--- config.mk ---
export PLATFORM = sky130hd
export DESIGN_NAME = cpr_position_encoder_top
export DESIGN_NICKNAME = d
export VERILOG_FILES = /design/src/rtl/core/cpre_pkg.sv /design/src/rtl/core/cpr_position_encoder_top.sv /design/src/rtl/core/cpre_lat_zone.sv /design/src/rtl/core/cpre_nl_lookup.sv /design/src/rtl/core/cpre_lon_zone.sv
export SDC_FILE = /design/constraint.sdc
export NUM_CORES = 2
export LEC_CHECK = 0
export ABC_AREA = 1
export BUFFER_PORTS_ARGS = -buffer_cell sky130_fd_sc_hd__buf_2
export CELL_PAD_IN_SITES_DETAIL_PLACEMENT = 1
export CELL_PAD_IN_SITES_GLOBAL_PLACEMENT = 1
export CORE_UTILIZATION = 54
export CTS_CLUSTER_DIAMETER = 80
export DETAILED_ROUTE_END_ITERATION = 10
export PLACE_DENSITY_LB_ADDON = 0.05
export SLEW_MARGIN = 20
export SYNTH_ARGS = -nofsm -noshare
export SYNTH_HDL_FRONTEND = slang
export SYNTH_SLANG_ARGS = --single-unit
export TNS_END_PERCENT = 1
--- constraint.sdc ---
create_clock -name aclk -period 11.4 [get_ports aclk]
set_input_delay 1.14 -clock aclk [delete_from_list [all_inputs] [get_ports aclk]]
set_output_delay 1.14 -clock aclk [all_outputs]
set_load 0.01 [all_outputs]
--- src/rtl/core/cpre_pkg.sv ---
// shared constants, types and the zone-count bound function for the cpr position encoder
`timescale 1ns / 1ps
`default_nettype none

package cpre_pkg;

    localparam int ANGLE_BITS = 32;
    // angle times a 7-bit signed zone count
    localparam int PROD_W     = ANGLE_BITS + 7;
    localparam int CODE_W     = 17;
    localparam int SCALE_AIR  = 17;
    localparam int SCALE_SURF = 19;
    // |z| stays within 30 zones of the surface scale
    localparam int Z_W        = 25;
    localparam int W_W        = 24;
    localparam int N_W        = 6;
    localparam int NL_COUNT   = 58;
    localparam int GROUPS     = 8;
    localparam int GROUP_BITS = 8;

    localparam logic [N_W-1:0] NZ_EVEN = 6'd60;
    localparam logic [N_W-1:0] NZ_ODD  = 6'd59;
    localparam logic [N_W-1:0] NL_MAX  = 6'd59;
    localparam logic [W_W-1:0] W_MAX   = W_W'(30) << SCALE_SURF;

    localparam logic signed [PROD_W-1:0] RND_AIR  =
        PROD_W'(1) << (ANGLE_BITS - 1 - SCALE_AIR);
    localparam logic signed [PROD_W-1:0] RND_SURF =
        PROD_W'(1) << (ANGLE_BITS - 1 - SCALE_SURF);

    localparam int S_TDATA_W = ((2 * ANGLE_BITS + 7) / 8) * 8;
    localparam int M_TDATA_W = ((2 * CODE_W + 7) / 8) * 8;

    // 360 degrees in units of 1e-8 degree
    localparam logic [63:0] DEG_UNITS = 64'd36000000000;

    // zone transition latitudes in units of 1e-8 degree
    localparam logic [63:0] NL_THRESHOLD [NL_COUNT] = '{
        64'd1047047130, 64'd1482817437, 64'd1818626357, 64'd2102939493,
        64'd2354504487, 64'd2582924707, 64'd2793898710, 64'd2991135686,
        64'd3177209708, 64'd3353993436, 64'd3522899598, 64'd3685025108,
        64'd3841241892, 64'd3992256684, 64'd4138651832, 64'd4280914012,
        64'd4419454951, 64'd4554626723, 64'd4686733252, 64'd4816039128,
        64'd4942776439, 64'd5067150166, 64'd5189342469, 64'd5309516153,
        64'd5427817472, 64'd5544378444, 64'd5659318756, 64'd5772747354,
        64'd5884763776, 64'd5995459277, 64'd6104917774, 64'd6213216659,
        64'd6320427479, 64'd6426616523, 64'd6531845310, 64'd6636171008,
        64'd6739646774, 64'd6842322022, 64'd6944242631, 64'd7045451075,
        64'd7145986473, 64'd7245884545, 64'd7345177442, 64'd7443893416,
        64'd7542056257, 64'd7639684391, 64'd7736789461, 64'd7833374083,
        64'd7929428225, 64'd8024923213, 64'd8119801349, 64'd8213956981,
        64'd8307199445, 64'd8399173563, 64'd8489166191, 64'd8575541621,
        64'd8653536998, 64'd8700000000
    };

    typedef struct packed {
        logic [ANGLE_BITS-1:0] lat;
        logic [ANGLE_BITS-1:0] lon;
        logic                  odd;
        logic                  surf;
    } pos_t;

    typedef struct packed {
        logic [W_W-1:0]        w;
        logic [CODE_W-1:0]     lat_code;
        logic [ANGLE_BITS-1:0] lon;
        logic                  odd;
        logic                  surf;
    } lat_res_t;

    typedef struct packed {
        logic [N_W-1:0]        n;
        logic [CODE_W-1:0]     lat_code;
        logic [ANGLE_BITS-1:0] lon;
        logic                  surf;
    } nl_res_t;

    // smallest |z| on the 2^19 scale that lies at or beyond a transition;
    // the 87 degree edge counts only when strictly beyond
    function automatic logic [W_W-1:0] nl_bound(input int idx, input logic odd);
        logic [63:0] nz;
        logic [63:0] num;
        logic [63:0] b;
        nz  = odd ? 64'(NZ_ODD) : 64'(NZ_EVEN);
        num = (NL_THRESHOLD[idx] * nz) << SCALE_SURF;
        if (idx == NL_COUNT - 1) begin
            b = num / DEG_UNITS + 64'd1;
        end else begin
            b = (num + DEG_UNITS - 64'd1) / DEG_UNITS;
        end
        return b[W_W-1:0];
    endfunction

endpackage

`default_nettype wire

--- src/rtl/core/cpr_position_encoder_top.sv ---
// top level of the cpr position encoder: stream ports around the seven-stage pipeline
`timescale 1ns / 1ps
`default_nettype none

// cpr position encoder: turns a latitude/longitude pair (fractions of a full circle)
// into 17-bit compact position reporting latitude and longitude codes, even or odd
// frame and airborne or surface scale chosen per beat by s_tuser. the pipeline has
// seven register stages and takes one beat per cycle while m_tready stays high; each
// stage holds its own valid bit and fills any bubble while the output stalls, so
// s_tready only drops once every stage holds a beat. stage depth is set by the two
// angle-by-zone-count multipliers and the 58 parallel zone threshold compares. no
// state is kept between beats and there is no start-up pass after reset.

module cpr_position_encoder_top
    import cpre_pkg::*;
(
    input  wire logic                 aclk,
    input  wire logic                 aresetn,
    // lat_angle [ANGLE_BITS-1:0], lon_angle above it, zero padded to bytes
    input  wire logic [S_TDATA_W-1:0] s_tdata,
    // odd_format [0], surface_format [1]
    input  wire logic [1:0]           s_tuser,
    input  wire logic                 s_tvalid,
    output logic                      s_tready,
    // lat_code [16:0], lon_code [33:17], zero padded to bytes
    output logic [M_TDATA_W-1:0]      m_tdata,
    output logic                      m_tvalid,
    input  wire logic                 m_tready
);

    pos_t              pos;
    logic              lat_valid, lat_ready;
    lat_res_t          lat_data;
    logic              nl_valid, nl_ready;
    nl_res_t           nl_data;
    logic [CODE_W-1:0] lat_code, lon_code;

    assign pos.lat  = s_tdata[ANGLE_BITS-1:0];
    assign pos.lon  = s_tdata[2*ANGLE_BITS-1:ANGLE_BITS];
    assign pos.odd  = s_tuser[0];
    assign pos.surf = s_tuser[1];

    cpre_lat_zone u_lat (
        .aclk      (aclk),
        .aresetn   (aresetn),
        .in_valid  (s_tvalid),
        .in_ready  (s_tready),
        .in_data   (pos),
        .out_valid (lat_valid),
        .out_ready (lat_ready),
        .out_data  (lat_data)
    );

    cpre_nl_lookup u_nl (
        .aclk      (aclk),
        .aresetn   (aresetn),
        .in_valid  (lat_valid),
        .in_ready  (lat_ready),
        .in_data   (lat_data),
        .out_valid (nl_valid),
        .out_ready (nl_ready),
        .out_data  (nl_data)
    );

    cpre_lon_zone u_lon (
        .aclk      (aclk),
        .aresetn   (aresetn),
        .in_valid  (nl_valid),
        .in_ready  (nl_ready),
        .in_data   (nl_data),
        .out_valid (m_tvalid),
        .out_ready (m_tready),
        .lat_code  (lat_code),
        .lon_code  (lon_code)
    );

    assign m_tdata = {{(M_TDATA_W - 2*CODE_W){1'b0}}, lon_code, lat_code};

    // back-pressure reaches the input only when the whole pipe is full and stalled
    a_ready_only_when_full: assert property (@(posedge aclk) disable iff (!aresetn)
        !s_tready |-> (m_tvalid && !m_tready))
        else $error("input stalled while the pipeline still had room");

    a_zone_count_range: assert property (@(posedge aclk) disable iff (!aresetn)
        nl_valid |-> (nl_data.n >= N_W'(1) && nl_data.n <= NL_MAX))
        else $error("longitude zone count out of range");

    a_lat_mag_range: assert property (@(posedge aclk) disable iff (!aresetn)
        lat_valid |-> (lat_data.w <= W_MAX))
        else $error("latitude magnitude beyond thirty zones");

    a_air_mag_aligned: assert property (@(posedge aclk) disable iff (!aresetn)
        (lat_valid && !lat_data.surf) |-> (lat_data.w[1:0] == 2'b00))
        else $error("airborne magnitude not rescaled to the surface grid");

endmodule

`default_nettype wire

--- src/rtl/core/cpre_lat_zone.sv ---
// latitude zone stages: angle times zone count, rounding to the code scale, magnitude
`timescale 1ns / 1ps
`default_nettype none

module cpre_lat_zone
    import cpre_pkg::*;
(
    input  wire logic     aclk,
    input  wire logic     aresetn,
    input  wire logic     in_valid,
    output logic          in_ready,
    input  wire pos_t     in_data,
    output logic          out_valid,
    input  wire logic     out_ready,
    output lat_res_t      out_data
);

    logic                         v1_reg, v2_reg;
    logic                         en1, en2;
    logic signed [PROD_W-1:0]     p_reg, p_next;
    logic [ANGLE_BITS-1:0]        lon1_reg;
    logic                         odd1_reg, surf1_reg;
    logic [N_W-1:0]               nz;
    logic signed [PROD_W-1:0]     sh_air, sh_surf;
    logic signed [Z_W-1:0]        z;
    logic [Z_W-1:0]               zmag;
    lat_res_t                     res_reg, res_next;

    assign en2      = !v2_reg || out_ready;
    assign en1      = !v1_reg || en2;
    assign in_ready = en1;

    always_comb begin
        nz     = in_data.odd ? NZ_ODD : NZ_EVEN;
        p_next = $signed(in_data.lat) * $signed({1'b0, nz});
    end

    // round half up to the zone code scale, floor by arithmetic shift
    always_comb begin
        sh_air  = (p_reg + RND_AIR) >>> (ANGLE_BITS - SCALE_AIR);
        sh_surf = (p_reg + RND_SURF) >>> (ANGLE_BITS - SCALE_SURF);
        z       = surf1_reg ? sh_surf[Z_W-1:0] : sh_air[Z_W-1:0];
        zmag    = z[Z_W-1] ? Z_W'(-z) : Z_W'(z);
        res_next.w        = surf1_reg ? zmag[W_W-1:0] : (zmag[W_W-1:0] << 2);
        res_next.lat_code = z[CODE_W-1:0];
        res_next.lon      = lon1_reg;
        res_next.odd      = odd1_reg;
        res_next.surf     = surf1_reg;
    end

    always_ff @(posedge aclk) begin
        if (!aresetn) begin
            v1_reg <= 1'b0;
            v2_reg <= 1'b0;
        end else begin
            if (en1) begin
                v1_reg <= in_valid;
            end
            if (en2) begin
                v2_reg <= v1_reg;
            end
        end
    end

    always_ff @(posedge aclk) begin
        if (en1 && in_valid) begin
            p_reg     <= p_next;
            lon1_reg  <= in_data.lon;
            odd1_reg  <= in_data.odd;
            surf1_reg <= in_data.surf;
        end
        if (en2 && v1_reg) begin
            res_reg <= res_next;
        end
    end

    assign out_valid = v2_reg;
    assign out_data  = res_reg;

endmodule

`default_nettype wire

--- src/rtl/core/cpre_nl_lookup.sv ---
// longitude zone count stages: threshold compares, grouped count, zone count per frame
`timescale 1ns / 1ps
`default_nettype none

module cpre_nl_lookup
    import cpre_pkg::*;
(
    input  wire logic     aclk,
    input  wire logic     aresetn,
    input  wire logic     in_valid,
    output logic          in_ready,
    input  wire lat_res_t in_data,
    output logic          out_valid,
    input  wire logic     out_ready,
    output nl_res_t       out_data
);

    localparam int CNT_W = $clog2(GROUP_BITS + 1);
    localparam int TOT_W = $clog2(NL_COUNT + 1);
    localparam int PAD_W = GROUPS * GROUP_BITS - NL_COUNT;

    logic                        v3_reg, v4_reg, v5_reg;
    logic                        en3, en4, en5;
    logic [NL_COUNT-1:0]         ge;
    logic [NL_COUNT-1:0]         therm_reg;
    logic [GROUPS*GROUP_BITS-1:0] therm_pad;
    logic [CNT_W-1:0]            cnt_next [GROUPS];
    logic [CNT_W-1:0]            cnt_reg  [GROUPS];
    logic [TOT_W-1:0]            total;
    logic [TOT_W-1:0]            nl, n_wide;
    logic [CODE_W-1:0]           code3_reg, code4_reg;
    logic [ANGLE_BITS-1:0]       lon3_reg, lon4_reg;
    logic                        odd3_reg, odd4_reg, surf3_reg, surf4_reg;
    nl_res_t                     res_reg, res_next;

    assign en5      = !v5_reg || out_ready;
    assign en4      = !v4_reg || en5;
    assign en3      = !v3_reg || en4;
    assign in_ready = en3;

    // thresholds rise with latitude, so the compares form a thermometer code
    for (genvar i = 0; i < NL_COUNT; i++) begin : g_cmp
        localparam logic [W_W-1:0] BOUND_EVEN = nl_bound(i, 1'b0);
        localparam logic [W_W-1:0] BOUND_ODD  = nl_bound(i, 1'b1);
        assign ge[i] = in_data.w >= (in_data.odd ? BOUND_ODD : BOUND_EVEN);
    end

    always_comb begin
        therm_pad = {{PAD_W{1'b0}}, therm_reg};
        for (int g = 0; g < GROUPS; g++) begin
            cnt_next[g] = '0;
            for (int b = 0; b < GROUP_BITS; b++) begin
                cnt_next[g] = cnt_next[g] + CNT_W'(therm_pad[g*GROUP_BITS+b]);
            end
        end
    end

    always_comb begin
        total = '0;
        for (int g = 0; g < GROUPS; g++) begin
            total = total + TOT_W'(cnt_reg[g]);
        end
        nl     = TOT_W'(NL_MAX) - total;
        n_wide = nl - TOT_W'(odd4_reg);
        // odd frames at the pole zone still need one longitude zone
        if (n_wide == '0) begin
            n_wide = TOT_W'(1);
        end
        res_next.n        = n_wide[N_W-1:0];
        res_next.lat_code = code4_reg;
        res_next.lon      = lon4_reg;
        res_next.surf     = surf4_reg;
    end

    always_ff @(posedge aclk) begin
        if (!aresetn) begin
            v3_reg <= 1'b0;
            v4_reg <= 1'b0;
            v5_reg <= 1'b0;
        end else begin
            if (en3) begin
                v3_reg <= in_valid;
            end
            if (en4) begin
                v4_reg <= v3_reg;
            end
            if (en5) begin
                v5_reg <= v4_reg;
            end
        end
    end

    always_ff @(posedge aclk) begin
        if (en3 && in_valid) begin
            therm_reg <= ge;
            code3_reg <= in_data.lat_code;
            lon3_reg  <= in_data.lon;
            odd3_reg  <= in_data.odd;
            surf3_reg <= in_data.surf;
        end
        if (en4 && v3_reg) begin
            cnt_reg   <= cnt_next;
            code4_reg <= code3_reg;
            lon4_reg  <= lon3_reg;
            odd4_reg  <= odd3_reg;
            surf4_reg <= surf3_reg;
        end
        if (en5 && v4_reg) begin
            res_reg <= res_next;
        end
    end

    assign out_valid = v5_reg;
    assign out_data  = res_reg;

endmodule

`default_nettype wire

--- src/rtl/core/cpre_lon_zone.sv ---
// longitude zone stages: angle times zone count, fraction rounding, output register
`timescale 1ns / 1ps
`default_nettype none

module cpre_lon_zone
    import cpre_pkg::*;
(
    input  wire logic         aclk,
    input  wire logic         aresetn,
    input  wire logic         in_valid,
    output logic              in_ready,
    input  wire nl_res_t      in_data,
    output logic              out_valid,
    input  wire logic         out_ready,
    output logic [CODE_W-1:0] lat_code,
    output logic [CODE_W-1:0] lon_code
);

    localparam logic [ANGLE_BITS:0] RND_AIR_U  =
        (ANGLE_BITS + 1)'(1) << (ANGLE_BITS - 1 - SCALE_AIR);
    localparam logic [ANGLE_BITS:0] RND_SURF_U =
        (ANGLE_BITS + 1)'(1) << (ANGLE_BITS - 1 - SCALE_SURF);

    logic                      v6_reg, v7_reg;
    logic                      en6, en7;
    logic signed [PROD_W-1:0]  prod;
    logic [ANGLE_BITS-1:0]     r_reg;
    logic [CODE_W-1:0]         code6_reg;
    logic                      surf6_reg;
    logic [ANGLE_BITS:0]       sh_air, sh_surf;
    logic [CODE_W-1:0]         lon_next;
    logic [CODE_W-1:0]         lat_out_reg, lon_out_reg;

    assign en7      = !v7_reg || out_ready;
    assign en6      = !v6_reg || en7;
    assign in_ready = en6;

    // only the fraction of a zone survives: low angle bits of the product
    assign prod = $signed(in_data.lon) * $signed({1'b0, in_data.n});

    always_comb begin
        sh_air   = ({1'b0, r_reg} + RND_AIR_U) >> (ANGLE_BITS - SCALE_AIR);
        sh_surf  = ({1'b0, r_reg} + RND_SURF_U) >> (ANGLE_BITS - SCALE_SURF);
        lon_next = surf6_reg ? sh_surf[CODE_W-1:0] : sh_air[CODE_W-1:0];
    end

    always_ff @(posedge aclk) begin
        if (!aresetn) begin
            v6_reg <= 1'b0;
            v7_reg <= 1'b0;
        end else begin
            if (en6) begin
                v6_reg <= in_valid;
            end
            if (en7) begin
                v7_reg <= v6_reg;
            end
        end
    end

    always_ff @(posedge aclk) begin
        if (en6 && in_valid) begin
            r_reg     <= prod[ANGLE_BITS-1:0];
            code6_reg <= in_data.lat_code;
            surf6_reg <= in_data.surf;
        end
        if (en7 && v6_reg) begin
            lat_out_reg <= code6_reg;
            lon_out_reg <= lon_next;
        end
    end

    assign out_valid = v7_reg;
    assign lat_code  = lat_out_reg;
    assign lon_code  = lon_out_reg;

endmodule

`default_nettype wire

==> results <==
- The run finished with clean final reports.
- The initial core utilization is 54.6%.
- Sorting the synthesized cells by how often they occur yields 852 x sky130_fd_sc_hd__inv_1, 803 x sky130_fd_sc_hd__nand2_1, 454 x sky130_fd_sc_hd__edfxtp_1.
- The clock tree from TritonCTS is done.
- The floorplan step defined a die boundary enclosing 69100 um2.
- The total global-route track usage is 42.5%.
- The estimated wirelength of the detail-placed design is 106000 um.
- The timing-limited maximum frequency is 0.176 GHz.
- The die is 263 um tall.
- The ratio of routed vias to standard cells is 6.29.
- For this run, asynchronously set or reset flops after synthesis account for 0%.
- The number of failing setup endpoints in the final timing report is 0.
- The layout overhead on the synthesized area is 8.75%.
- At the end of routability-driven placement, the weighted congestion stood at 1.09.
- Input and output buffers added on the ports amount to 105.
- The library cell with the highest instance count after synthesis is sky130_fd_sc_hd__inv_1.
- The cell area after placement is 38200 um2.
- The type of the worst setup path is reg2reg.
- Of all nets on the critical path, the largest fanout is 30.
- The internal power of the cells totals 4320 uW.
- The clock transition at the registers of the reported paths is 80 ps.
- The final-report max-slew violation count came to 0.
- The first detailed-routing pass ran for 6 iterations.
- In this run the power spent charging and discharging nets is 3870 uW.
- The share of the clock period used by the worst path is 49.9%.
- The synthesized area divided by synthesized cell count is 8.78 um2.
- The cell area that synthesis handed to floorplanning was 36700 um2.
- The number of violations reported at the end of detailed-routing iteration 0 is 3755.
- After synthesis, the cell types taking the most area are sky130_fd_sc_hd__edfxtp_1 37%, sky130_fd_sc_hd__fa_1 15%, sky130_fd_sc_hd__inv_1 8.7%.
- On the final layout, the worst clock skew is 40.8 ps.
- Counting every instance in the synthesized netlist gives 4183.
- The clock latency of the later-clocked register in the worst-skew pair is 620 ps.
- The synthesized design contains 461 register bits.
- After routing the design area is 39900 um2.
- The critical path capture point type is a flop.
- In this run the power density over the cells is 205 nW/um2.
- Entering global routing, the biggest net connects 72 pins.
- After detailed routing, the number of remaining DRC violations is 0.
- Summed over all layers, the routed wires come to 147000 um.
- The area share of the largest cell type after synthesis is 37.1%.
- In this run, placement finished with an instance count of 5104.
- The primary flip-flop cell chosen by synthesis mapping is sky130_fd_sc_hd__edfxtp_1.
- The fill cell instance count of the final layout is 7775.
- The cell at the root of the clock tree is sky130_fd_sc_hd__clkbuf_16.
- The biggest area consumer among synthesized cells is sky130_fd_sc_hd__edfxtp_1.
- Sequential elements use 37.5% of the synthesized area.
- The standby leakage power is 0.0186 uW.
- The largest individual stage delay along the critical path comes from the cell sky130_fd_sc_hd__fa_1.
- The floorplan step set the die width to 263 um.
- The number of antenna violations at the first check in global routing is 5.
- Of the total power, combinational logic draws 50.2%.
- The floorplan step defined a core boundary enclosing 67300 um2.
- The number of enable flip-flop cells after synthesis is 454.
- The worst supply voltage drop on vdd is 0.000120 V.
- The startpoint class of the critical path is a flop.
- Gates resized during post-CTS repair numbered 0.
- The total of warnings raised by yosys is 0.
- The setup TNS is 0 ps.
- The data arrival time at the worst-slack endpoint is 6100 ps.
- The via count of the first global-routing pass is 35000.
- The worst endpoint required time is 11820 ps.
- The worst pin sits at a relative slew slack of 24.4%.
- The type of the most critical hold path is reg2reg.
- After synthesis, the netlist uses 54 different library cells.
- The number of primary I/O pins is 112.
- The net total in the final layout is 4857.
- Once detail routing completed, the nets flagged for antenna violations numbered 0.
- No sink is reached through more buffers than the 3 on the longest clock path.
- The worst path in the final design needs a cycle of 5680 ps, including I/O delays and setup.
- The global-route congestion overflow total is 0.
- The count of max-cap constraint violations is 0.
- In this design, the stage delay of the slowest critical-path cell is 700 ps.
- The switching fraction of total power is 47.2%.
- The count of hold-fix buffers inserted at cts is 0.
- The signal on the critical path passes through buf_4 > nand2_1 > inv_1 > fa_1 > fa_1 > fa_1 > inv_1 > fa_1 > inv_1 > ha_1 > nand2_1 > nor2_1 > inv_1 > nor3_1 > nand4_1 > nand2_1 > xor2_1.
- At the pin with the least slew margin, the transition time is 1120 ps.
- The finished layout holds 5196 standard cells, fillers aside.
- The number of flip-flops in the largest register is 75.
- The fraction of layout cells with a size suffix above 1 is 6.20%.
- The clock network burns 21.4% of the power.
- Post-CTS timing repair inserted 0 buffers for setup.
- The total power of the final layout is 8190 uW.
- Dividing the detail-routed wire length by the instance count gives 28.2 um.
- Setup repair after global routing left no endpoint under its margin.
- The sequential power share is 28.4%.
- The first global-routing pass estimated 220000 um of wire.
- The via count of the routed design is 32700.
- Clock tree synthesis inserted a total of 48 buffers.
- The hold violation count in the final report is 0.
- The row count is 95.
- The clock net in this run drives a total of 461 sinks.
- The clock tree synthesis step divided the H-tree into 2 levels.
[cells by family (layout without fill, tap and decap cells)]
kind of cell               Yosys count  count (layout)  share of synthesized area, %
adders and majority gates          504             504                          22.9
other                                1              10                        0.0102
xor gates and xnor gates            96              96                          2.29
muxes                                9               9                         0.245
and+or+nand+nor                   1576            1576                          18.2
buffers and inverters              950            1081                          9.87
AOI/OAI and AO/OA                  586             586                          8.98
DFF                                461             461                          37.5
[metal layers]
| layer | up-vias | share of wire [%] | global-route usage, % |
|---|---|---|---|
| met5 | - | 0.033 | 0 |
| met4 | 8 | 6.1 | 22.6 |
| met3 | 619 | 8.8 | 8.04 |
| met2 | 2078 | 47 | 70.5 |
| met1 | 16200 | 38 | 52.6 |
| li1 | 13800 | - | - |
[critical path, delay by kind of cell (launching register included)]
family | cells | cell delay, ps
fa+ha+maj | 5 | 2570
flops | 1 | 330
buf+inv | 5 | 880
xor+xnor | 1 | 310
simple gates | 6 | 1390
[power groups by stage]
stage	clock network, uW	logic, uW	registers (uW)
2_1_floorplan	0	2580	2250
3_3_place_gp	0	3650	2330
3_5_place_dp	0	3850	2350
4_1_cts	1740	3980	2320
5_1_grt	1780	4410	2330
6_report	1750	4110	2330
[path summary, 6_finish.rpt]
check | startpoint | to | slack, ps | depth (start not counted)
worst max-delay path | u_nl.out_data[51] | u_lon.r_reg[30] | 5720 | 17
worst min-delay path | u_nl.code3_reg[5] | u_nl.code4_reg[5] | 410 | 0
worst max register to register | u_nl.out_data[51] | u_lon.r_reg[30] | 5720 | 17
worst min register to register | u_nl.code3_reg[5] | u_nl.code4_reg[5] | 410 | 0
[through the flow]
stage | utilization (%) | worst slack (ps) | hold WS (ps)
floorplan | - | 4650 | 400
global placement | 56.8 | 5310 | 401
detailed placement | 56.8 | 5100 | 406
CTS | 59.3 | 5730 | 403
global route | 59.4 | 5370 | 413
finish | 59.4 | 5720 | 406
[final cells by class]
class | count | area, um2 | area share [%]
timing repair buffer | 135 | 771 | 1.93
clock buffer | 56 | 1280 | 3.21
antenna | 2 | 5.00 | 0.0125
sequential | 461 | 13800 | 34.5
inverter | 858 | 3220 | 8.07
multi-input combinational | 2779 | 19400 | 48.5
tap | 873 | 1090 | 2.73
clock inverter | 32 | 417 | 1.04
[layout by cell type, fill, tap and decap left out, drive strengths merged, types with 9 or more instances in the layout]
cell type / count
o21ai: 229
nor2: 384
o221ai: 17
nor4: 28
edfxtp: 454
xor2: 65
fa: 279
clkinv: 19
nand4: 65
clkbuf: 56
a31oi: 22
xnor2: 31
ha: 225
o211ai: 21
a21boi: 15
nand3: 211
nor3: 58
buf: 135
a211oi: 10
nand2: 820
o21a: 11
mux2i: 9
inv: 858
a21oi: 222
Power figures use the tool's default switching activity.
